`config.mk`:
```
export PLATFORM = sky130hd
export DESIGN_NAME = lcd_decimal_number_writer_top
export DESIGN_NICKNAME = d
export VERILOG_FILES = /design/src/ldw_pkg.sv /design/src/ldw_datapath.sv /design/src/ldw_ctrl.sv /design/src/lcd_decimal_number_writer_top.sv
export VERILOG_INCLUDE_DIRS = /design/src /design/src/src
export SDC_FILE = /design/constraint.sdc
export NUM_CORES = 1
export LEC_CHECK = 0
export ABC_AREA = 1
export BUFFER_PORTS_ARGS = -buffer_cell sky130_fd_sc_hd__buf_2
export CORE_MARGIN = 2
export CORE_UTILIZATION = 64
export CTS_CLUSTER_SIZE = 40
export DETAILED_ROUTE_END_ITERATION = 7
export HOLD_SLACK_MARGIN = 0.02
export PLACE_DENSITY = 0.82
export SKIP_LAST_GASP = 1
export SLEW_MARGIN = 20
export SYNTH_ARGS = -nofsm -noshare
export SYNTH_HDL_FRONTEND = slang
export SYNTH_SLANG_ARGS = --single-unit
```
`constraint.sdc`:
```
create_clock -name clk -period 7.2 [get_ports clk]
set_input_delay 0.72 -clock clk [delete_from_list [all_inputs] [get_ports clk]]
set_output_delay 0.72 -clock clk [all_outputs]
set_load 0.005 [all_outputs]
```
`src/lcd_decimal_number_writer_top_assert.svh`:
```
// Assertion macros shared by the decimal writer modules.
// Each macro expects signals named clk and rst_n in the scope where it is used.
`ifndef LCD_DECIMAL_NUMBER_WRITER_TOP_ASSERT_SVH
`define LCD_DECIMAL_NUMBER_WRITER_TOP_ASSERT_SVH

// The consequent must hold in the same cycle as the antecedent.
`define LDW_ASSERT_SAME(lbl, ante, cons) \
  lbl: assert property (@(posedge clk) disable iff (!rst_n) (ante) |-> (cons)) \
    else $error("decimal writer assertion failed");

// The consequent must hold in the cycle after the antecedent.
`define LDW_ASSERT_NEXT(lbl, ante, cons) \
  lbl: assert property (@(posedge clk) disable iff (!rst_n) (ante) |=> (cons)) \
    else $error("decimal writer assertion failed");

`endif

```
`src/ldw_pkg.sv`:
```
// Package for the LCD decimal number writer: payload structs, codes and the
// command/status structs between controller and datapath. No dependencies.
`timescale 1ns / 1ps
`default_nettype none

package ldw_pkg;

  // Number of valid display columns.
  localparam int COLUMNS = 16;

  // Cursor command bases and character codes.
  localparam logic [7:0] CMD_ROW1    = 8'h80;
  localparam logic [7:0] CMD_ROW2    = 8'hC0;
  localparam logic [7:0] ASCII_MINUS = 8'h2D;
  localparam logic [3:0] ASCII_DIGIT_HI = 4'h3;

  // Reciprocal of ten for 16-bit values: q = (n * RECIP10) >> RECIP_SHIFT.
  localparam logic [31:0] RECIP10     = 32'h0000_CCCD;
  localparam int          RECIP_SHIFT = 19;

  // Result status codes.
  localparam logic [1:0] STATUS_OK      = 2'd0;
  localparam logic [1:0] STATUS_BAD_ROW = 2'd1;
  localparam logic [1:0] STATUS_BAD_COL = 2'd2;

  typedef struct packed {
    logic signed [15:0] number;
    logic [1:0]         row;
    logic [4:0]         col;
  } in_payload_t;

  typedef struct packed {
    logic [3:0] nibble;
    logic       reg_select;
    logic       last;
    logic [1:0] status;
  } out_payload_t;

  // Controller states.
  typedef enum logic [2:0] {
    ST_IDLE,
    ST_CONV,
    ST_ERR,
    ST_CMD,
    ST_MINUS,
    ST_DIG
  } fsm_state_t;

  // Source of the byte being sent out.
  typedef enum logic [1:0] {
    SRC_ERR,
    SRC_CMD,
    SRC_MINUS,
    SRC_DIG
  } src_t;

  typedef struct packed {
    logic load;
    logic conv_step;
    logic push;
    src_t src;
  } ctrl_cmd_t;

  typedef struct packed {
    logic bad_pos;
    logic neg;
    logic conv_last;
    logic half;
    logic dig_last;
    logic out_free;
  } dp_stat_t;

endpackage

`default_nettype wire

```
`src/ldw_datapath.sv`:
```
// Datapath of the LCD decimal writer: input capture, divide-by-ten digit
// extraction, digit buffer and output register. Depends on ldw_pkg.
`timescale 1ns / 1ps
`default_nettype none

module ldw_datapath (
  input  wire                  clk,
  input  wire                  rst_n,
  input  ldw_pkg::in_payload_t in_payload,
  input  wire                  out_ready,
  input  ldw_pkg::ctrl_cmd_t   cmd,
  output ldw_pkg::dp_stat_t    stat,
  output logic                 out_valid,
  output ldw_pkg::out_payload_t out_payload
);
  import ldw_pkg::*;

  `include "lcd_decimal_number_writer_top_assert.svh"

  logic [15:0]  mag_r, mag_nxt;
  logic         neg_r, neg_nxt;
  logic [7:0]   cmd_r, cmd_nxt;
  logic [1:0]   status_r, status_nxt;
  logic [2:0]   dsel_r, dsel_nxt;
  logic         half_r, half_nxt;
  logic [3:0]   digits_r [5];
  logic         out_valid_r, out_valid_nxt;
  out_payload_t out_r, out_nxt;

  logic [15:0]  load_mag;
  logic [7:0]   base;
  logic [31:0]  prod;
  logic [15:0]  quot;
  logic [15:0]  rem16;
  logic [7:0]   emit_byte;
  logic         out_free;

  // Position check and cursor command for the incoming transaction.
  always_comb begin
    status_nxt = STATUS_OK;
    base       = CMD_ROW1;
    if (in_payload.col == 5'd0 || 32'(in_payload.col) > COLUMNS) begin
      status_nxt = STATUS_BAD_COL;
    end else if (in_payload.row == 2'd1) begin
      base = CMD_ROW1;
    end else if (in_payload.row == 2'd2) begin
      base = CMD_ROW2;
    end else begin
      status_nxt = STATUS_BAD_ROW;
    end
  end

  // Magnitude of the number; the most negative value maps to 32768.
  assign load_mag = in_payload.number[15] ? (~unsigned'(in_payload.number) + 16'd1)
                                          : unsigned'(in_payload.number);

  // One decimal digit per step via multiplication by the reciprocal of ten.
  assign prod  = {16'd0, mag_r} * RECIP10;
  assign quot  = 16'(prod[31:RECIP_SHIFT]);
  assign rem16 = mag_r - ((quot << 3) + (quot << 1));

  // Working registers.
  always_comb begin
    mag_nxt  = mag_r;
    neg_nxt  = neg_r;
    cmd_nxt  = cmd_r;
    dsel_nxt = dsel_r;
    half_nxt = half_r;
    if (cmd.load) begin
      mag_nxt  = load_mag;
      neg_nxt  = in_payload.number[15];
      cmd_nxt  = base + {3'd0, in_payload.col} - 8'd1;
      dsel_nxt = 3'd0;
      half_nxt = 1'b0;
    end else if (cmd.conv_step) begin
      mag_nxt = quot;
      if (quot != 16'd0) begin
        dsel_nxt = dsel_r + 3'd1;
      end
    end else if (cmd.push && cmd.src != SRC_ERR) begin
      half_nxt = ~half_r;
      if (cmd.src == SRC_DIG && half_r && dsel_r != 3'd0) begin
        dsel_nxt = dsel_r - 3'd1;
      end
    end
  end

  always_ff @(posedge clk) begin
    if (!rst_n) begin
      dsel_r <= 3'd0;
      half_r <= 1'b0;
    end else begin
      dsel_r <= dsel_nxt;
      half_r <= half_nxt;
    end
  end

  always_ff @(posedge clk) begin
    mag_r <= mag_nxt;
    neg_r <= neg_nxt;
    cmd_r <= cmd_nxt;
    if (cmd.load) begin
      status_r <= status_nxt;
    end
  end

  // Digit buffer, least significant digit at index zero.
  always_ff @(posedge clk) begin
    if (cmd.conv_step) begin
      digits_r[dsel_r] <= rem16[3:0];
    end
  end

  // Byte selected for output.
  always_comb begin
    case (cmd.src)
      SRC_CMD:   emit_byte = cmd_r;
      SRC_MINUS: emit_byte = ASCII_MINUS;
      SRC_DIG:   emit_byte = {ASCII_DIGIT_HI, digits_r[dsel_r]};
      default:   emit_byte = 8'd0;
    endcase
  end

  // Output register, refilled whenever it is empty or being drained.
  assign out_free = !out_valid_r || out_ready;

  always_comb begin
    out_valid_nxt = out_valid_r;
    out_nxt       = out_r;
    if (out_ready) begin
      out_valid_nxt = 1'b0;
    end
    if (cmd.push) begin
      out_valid_nxt = 1'b1;
      if (cmd.src == SRC_ERR) begin
        out_nxt.nibble     = 4'd0;
        out_nxt.reg_select = 1'b0;
        out_nxt.last       = 1'b1;
        out_nxt.status     = status_r;
      end else begin
        out_nxt.nibble     = half_r ? emit_byte[3:0] : emit_byte[7:4];
        out_nxt.reg_select = (cmd.src != SRC_CMD);
        out_nxt.last       = (cmd.src == SRC_DIG) && half_r && (dsel_r == 3'd0);
        out_nxt.status     = STATUS_OK;
      end
    end
  end

  always_ff @(posedge clk) begin
    if (!rst_n) begin
      out_valid_r <= 1'b0;
    end else begin
      out_valid_r <= out_valid_nxt;
    end
  end

  always_ff @(posedge clk) begin
    out_r <= out_nxt;
  end

  assign out_valid   = out_valid_r;
  assign out_payload = out_r;

  // Status toward the controller.
  assign stat.bad_pos   = (status_nxt != STATUS_OK);
  assign stat.neg       = neg_r;
  assign stat.conv_last = (quot == 16'd0);
  assign stat.half      = half_r;
  assign stat.dig_last  = (dsel_r == 3'd0);
  assign stat.out_free  = out_free;

  // A 16-bit magnitude never needs more than five digits.
  `LDW_ASSERT_SAME(a_five_digits, cmd.conv_step && dsel_r == 3'd4, quot == 16'd0)
  // The controller only pushes into a free output register.
  `LDW_ASSERT_SAME(a_push_free, cmd.push, out_free)

endmodule

`default_nettype wire

```
`src/ldw_ctrl.sv`:
```
// Controller state machine of the LCD decimal writer: sequences digit
// extraction and the nibble transfers. Depends on ldw_pkg.
`timescale 1ns / 1ps
`default_nettype none

module ldw_ctrl (
  input  wire                clk,
  input  wire                rst_n,
  input  wire                in_valid,
  output logic               in_ready,
  input  ldw_pkg::dp_stat_t  stat,
  output ldw_pkg::ctrl_cmd_t cmd
);
  import ldw_pkg::*;

  `include "lcd_decimal_number_writer_top_assert.svh"

  fsm_state_t state_r, state_nxt;

  // Next state.
  always_comb begin
    state_nxt = state_r;
    case (state_r)
      ST_IDLE: begin
        if (in_valid) begin
          state_nxt = stat.bad_pos ? ST_ERR : ST_CONV;
        end
      end
      ST_CONV: begin
        if (stat.conv_last) begin
          state_nxt = ST_CMD;
        end
      end
      ST_ERR: begin
        if (stat.out_free) begin
          state_nxt = ST_IDLE;
        end
      end
      ST_CMD: begin
        if (stat.out_free && stat.half) begin
          state_nxt = stat.neg ? ST_MINUS : ST_DIG;
        end
      end
      ST_MINUS: begin
        if (stat.out_free && stat.half) begin
          state_nxt = ST_DIG;
        end
      end
      ST_DIG: begin
        if (stat.out_free && stat.half && stat.dig_last) begin
          state_nxt = ST_IDLE;
        end
      end
      default: state_nxt = ST_IDLE;
    endcase
  end

  always_ff @(posedge clk) begin
    if (!rst_n) begin
      state_r <= ST_IDLE;
    end else begin
      state_r <= state_nxt;
    end
  end

  // Outputs toward the datapath.
  always_comb begin
    in_ready      = 1'b0;
    cmd.load      = 1'b0;
    cmd.conv_step = 1'b0;
    cmd.push      = 1'b0;
    cmd.src       = SRC_ERR;
    case (state_r)
      ST_IDLE: begin
        in_ready = 1'b1;
        cmd.load = in_valid;
      end
      ST_CONV: cmd.conv_step = 1'b1;
      ST_ERR: begin
        cmd.push = stat.out_free;
        cmd.src  = SRC_ERR;
      end
      ST_CMD: begin
        cmd.push = stat.out_free;
        cmd.src  = SRC_CMD;
      end
      ST_MINUS: begin
        cmd.push = stat.out_free;
        cmd.src  = SRC_MINUS;
      end
      ST_DIG: begin
        cmd.push = stat.out_free;
        cmd.src  = SRC_DIG;
      end
      default: begin
        in_ready = 1'b0;
      end
    endcase
  end

  // An accepted transaction always leaves the idle state.
  `LDW_ASSERT_NEXT(a_load_busy, cmd.load, state_r != ST_IDLE)
  // The final digit nibble returns the controller to idle.
  `LDW_ASSERT_NEXT(a_last_idle,
                   state_r == ST_DIG && cmd.push && stat.half && stat.dig_last,
                   state_r == ST_IDLE)

endmodule

`default_nettype wire

```
`src/lcd_decimal_number_writer_top.sv`:
```
// Top level of the LCD decimal number writer for a 4-bit character display bus.
// Instantiates ldw_ctrl and ldw_datapath; depends on ldw_pkg.
//
// Usage: the input channel (in_valid/in_ready/in_payload) takes a signed 16-bit
// number with a row and column. Each transaction produces a run of results on
// the output channel (out_valid/out_ready/out_payload), one per 4-bit transfer:
// the cursor command, an optional '-', then the decimal digits, each byte high
// nibble first. The final result of a run has last set. A bad column or row
// gives a single result carrying the error status.
// A number has 1 to 5 decimal digits. They come from a single divide-by-ten
// unit, one digit per cycle, and the nibbles leave one per cycle through the
// output register while the receiver is ready. One item is handled at a
// time; in_ready is high only between items, and the next item is taken while
// the last result still waits.
// Reset clears the controller and empties the output register. When the
// receiver stalls, the current result holds and the sequence pauses.
`timescale 1ns / 1ps
`default_nettype none

module lcd_decimal_number_writer_top (
  input  wire                   clk,
  input  wire                   rst_n,
  input  wire                   in_valid,
  output logic                  in_ready,
  input  ldw_pkg::in_payload_t  in_payload,
  output logic                  out_valid,
  input  wire                   out_ready,
  output ldw_pkg::out_payload_t out_payload
);
  import ldw_pkg::*;

  ctrl_cmd_t cmd;
  dp_stat_t  stat;

  // Sequencer.
  ldw_ctrl u_ctrl (
    .clk      (clk),
    .rst_n    (rst_n),
    .in_valid (in_valid),
    .in_ready (in_ready),
    .stat     (stat),
    .cmd      (cmd)
  );

  // Conversion and output datapath.
  ldw_datapath u_datapath (
    .clk         (clk),
    .rst_n       (rst_n),
    .in_payload  (in_payload),
    .out_ready   (out_ready),
    .cmd         (cmd),
    .stat        (stat),
    .out_valid   (out_valid),
    .out_payload (out_payload)
  );

endmodule

`default_nettype wire
```
==> impl_metrics.py <==
metrics = {
    "synth": {
        "synth_seq_area_share": 0.215,
        "yosysTopAreaCell": "ha_1",
        "synth_edf_count": 55,
        "ys_warn_count": 0,
        "syn_inst": 1089,
        "ys.flop_type": "edfxtp_1",
        "synth.distinct_cells": 35,
        "synthArstFlopShare": 0,
        "avgSynthCellArea_um2": 7.99,
        "synthesis.nets": 1335,
        "synth_top_area_share": 0.198,
        "ys_ff_latch": 66,
        "synth_most_common_cell": "inv_1",
        "syn_area_um2": 8710,
        "yosys-top-cells-area": "ha_1 (20%), edfxtp_1 (19%), fa_1 (19%)",
        "synthTopCellsByCount": "inv_1 (288), nand2_1 (228), ha_1 (138)",
    },
    "global_route": {
        "grt_pass1_wl_um": 34000,
        "first_global_vias": 6761,
        "antenna_found_initial": 1,
        "grt_start_max_net_pins": 25,
        "overflow": 0,
        "grt_use_total": 0.306,
    },
    "worst_setup_path": {
        "cp-end-kind": "flop",
        "startpoint_type": "flop",
        "worstSetupPathType": "reg2reg",
        "worstPathRequired_ns": 7.28,
        "arrival_ns": 6.10,
        "cp_slowest_stage_delay_ns": 0.55,
        "critPathSlowestCell": "fa_1",
        "cp_max_fo": 6,
        "r2r_slack_ns": 1.18,
        "path_common_cell": "inv_1",
    },
    "sta": {
        "setup-tns-final_ns": 0,
        "rsz0062_at_grt": "false",
        "worst_pin_slew_ns": 0.829,
        "post-route-min-period_ns": 6.02,
        "hold_violations": 0,
        "finalSetupViolations": 0,
        "fin_skew_ns": 0.0111,
        "fin_crit_sh": 0.836,
        "worst_slack_ns": 1.18,
        "max_freq_ghz": 0.166,
        "relSlewSlack": 0.442,
        "slew_viol_final": 0,
    },
    "outcome": {
        "status": "completed",
    },
    "finish": {
        "areaGrowthSynthToFinish_pct": 7.44,
        "drive_above_1_share": 0.0661,
        "utilization": 0.706,
        "num_antenna_cells": 0,
        "nNetsFinal": 1376,
    },
    "hold_path": {
        "hold_class": "reg2reg",
    },
    "floorplan": {
        "io_pins": 37,
        "rows": 42,
        "initial_utilization": 0.657,
        "die_y_um": 121,
        "core_um2": 13200,
        "die-area_um2": 14600,
        "die_w_um": 121,
    },
    "route": {
        "final_antenna_net_count": 0,
        "dr.first_iter.drc_count": 469,
        "routed_wl_um": 20700,
        "drc": 0,
        "vias": 6991,
        "viasPerCell": 5.33,
        "dr.pass1.iters": 6,
        "wl_per_cell_um": 15.8,
    },
    "clock_tree": {
        "clock_path_buffers": 2,
        "root_buffer": "clkbuf_16",
        "cts_buffers": 9,
        "cts_resized": 0,
        "htreeDepth": 3,
        "clk_latency_ns": 0.34,
        "clk_pin_slew_ns": 0.06,
        "postCtsSetupRepairBufs": 0,
        "cts_tree": "yes",
        "cts.sinks": 66,
        "hold_buffers": 0,
    },
    "run": {
        "drv_cap": 0,
    },
    "placed_design": {
        "port_buffers": 36,
        "place_hpwl_um": 17500,
        "post-place-ws_ns": 1.28,
        "place_congestion": 0.987,
    },
}
-- sequential cells by signal, summed over array words and instances, names as in the netlist, named ones only --
name / cells
u_datapath.neg_r: 1
u_datapath.cmd_r: 8
u_datapath.mag_r: 16
u_datapath.digits_r: 20
u_datapath.out_valid: 1
u_datapath.status_r: 2
u_ctrl.state_r: 3
u_datapath.out_payload: 8
u_datapath.half_r: 1
u_datapath.dsel_r: 3
-- cells by family after synthesis --
| logic type | share of synthesized area |
|---|---|
| and+or+nand+nor | 0.186 |
| DFF | 0.215 |
| buffers and inverters | 0.129 |
| AOI/OAI and AO/OA | 0.0585 |
| adders and majority gates | 0.385 |
| xor gates and xnor gates | 0.0272 |
-- placed cells by master, fill, tap and decap left out, drive strengths merged --
cell,synthesis,layout
nand3,40,40
a21o,2,2
ha,138,138
fa,81,81
a2bb2oi,1,1
nand3b,7,7
o22ai,1,1
nor2,90,90
xor2,16,16
o2111ai,3,3
buf,0,36
a21oi,44,44
a221oi,2,2
clkinvlp,0,3
xnor2,11,11
nor4,4,4
nor3,8,8
edfxtp,55,55
nand4,5,5
a32oi,1,1
o21ai,31,31
clkbuf,6,10
o21bai,1,1
dfxtp,11,11
o31ai,1,1
a211oi,2,2
clkinv,1,3
or2,1,1
a32o,1,1
nand2,233,233
inv,292,293
-- metal layers --
metal	up-vias	track usage	routed length [um]
met5	-	0	7
met4	2	0.0814	432
met3	32	0.0708	1720
met2	279	0.459	9090
met1	3234	0.447	9490
li1	3444	-	-
-- layout make-up --
class	instances	area, um2
multi-input combinational	724	5710
fill	1054	3890
sequential	66	1870
inverter	293	1100
clock buffer	10	229
tap	176	220
timing repair buffer	36	180
clock inverter	6	41.3
-- worst max-delay path, delay by kind of cell, from the launching register on --
family	cells	cell delay (ns)
adders and majority gates	8	3.61
and+or+nand+nor	7	0.63
DFF	1	0.51
xor gates and xnor gates	3	0.51
buffers and inverters	7	0.49
-- per-stage QoR --
step | cells | cell area, um2 | hold WS, ns
after floorplan | 1089 | 8710 | 0.504
after global placement | 1295 | 9080 | 0.533
after detailed placement | 1295 | 9080 | 0.539
after CTS | 1311 | 9350 | 0.560
after global routing | 1311 | 9350 | 0.599
final | 1311 | 9350 | 0.559
-- final timing paths --
kind	startpoint	endpoint	cells past startpoint
worst max-delay path	u_datapath.mag_r[3]	u_datapath.digits_r[1][3]	25
worst min-delay path	u_datapath.half_r	u_datapath.half_r	2
worst max register to register	u_datapath.mag_r[3]	u_datapath.digits_r[1][3]	25
worst min register to register	u_datapath.half_r	u_datapath.half_r	2
Power is left out: the tool's default activity adds up to more than one toggle a clock period on the data nets, which glitch-free logic cannot reach.
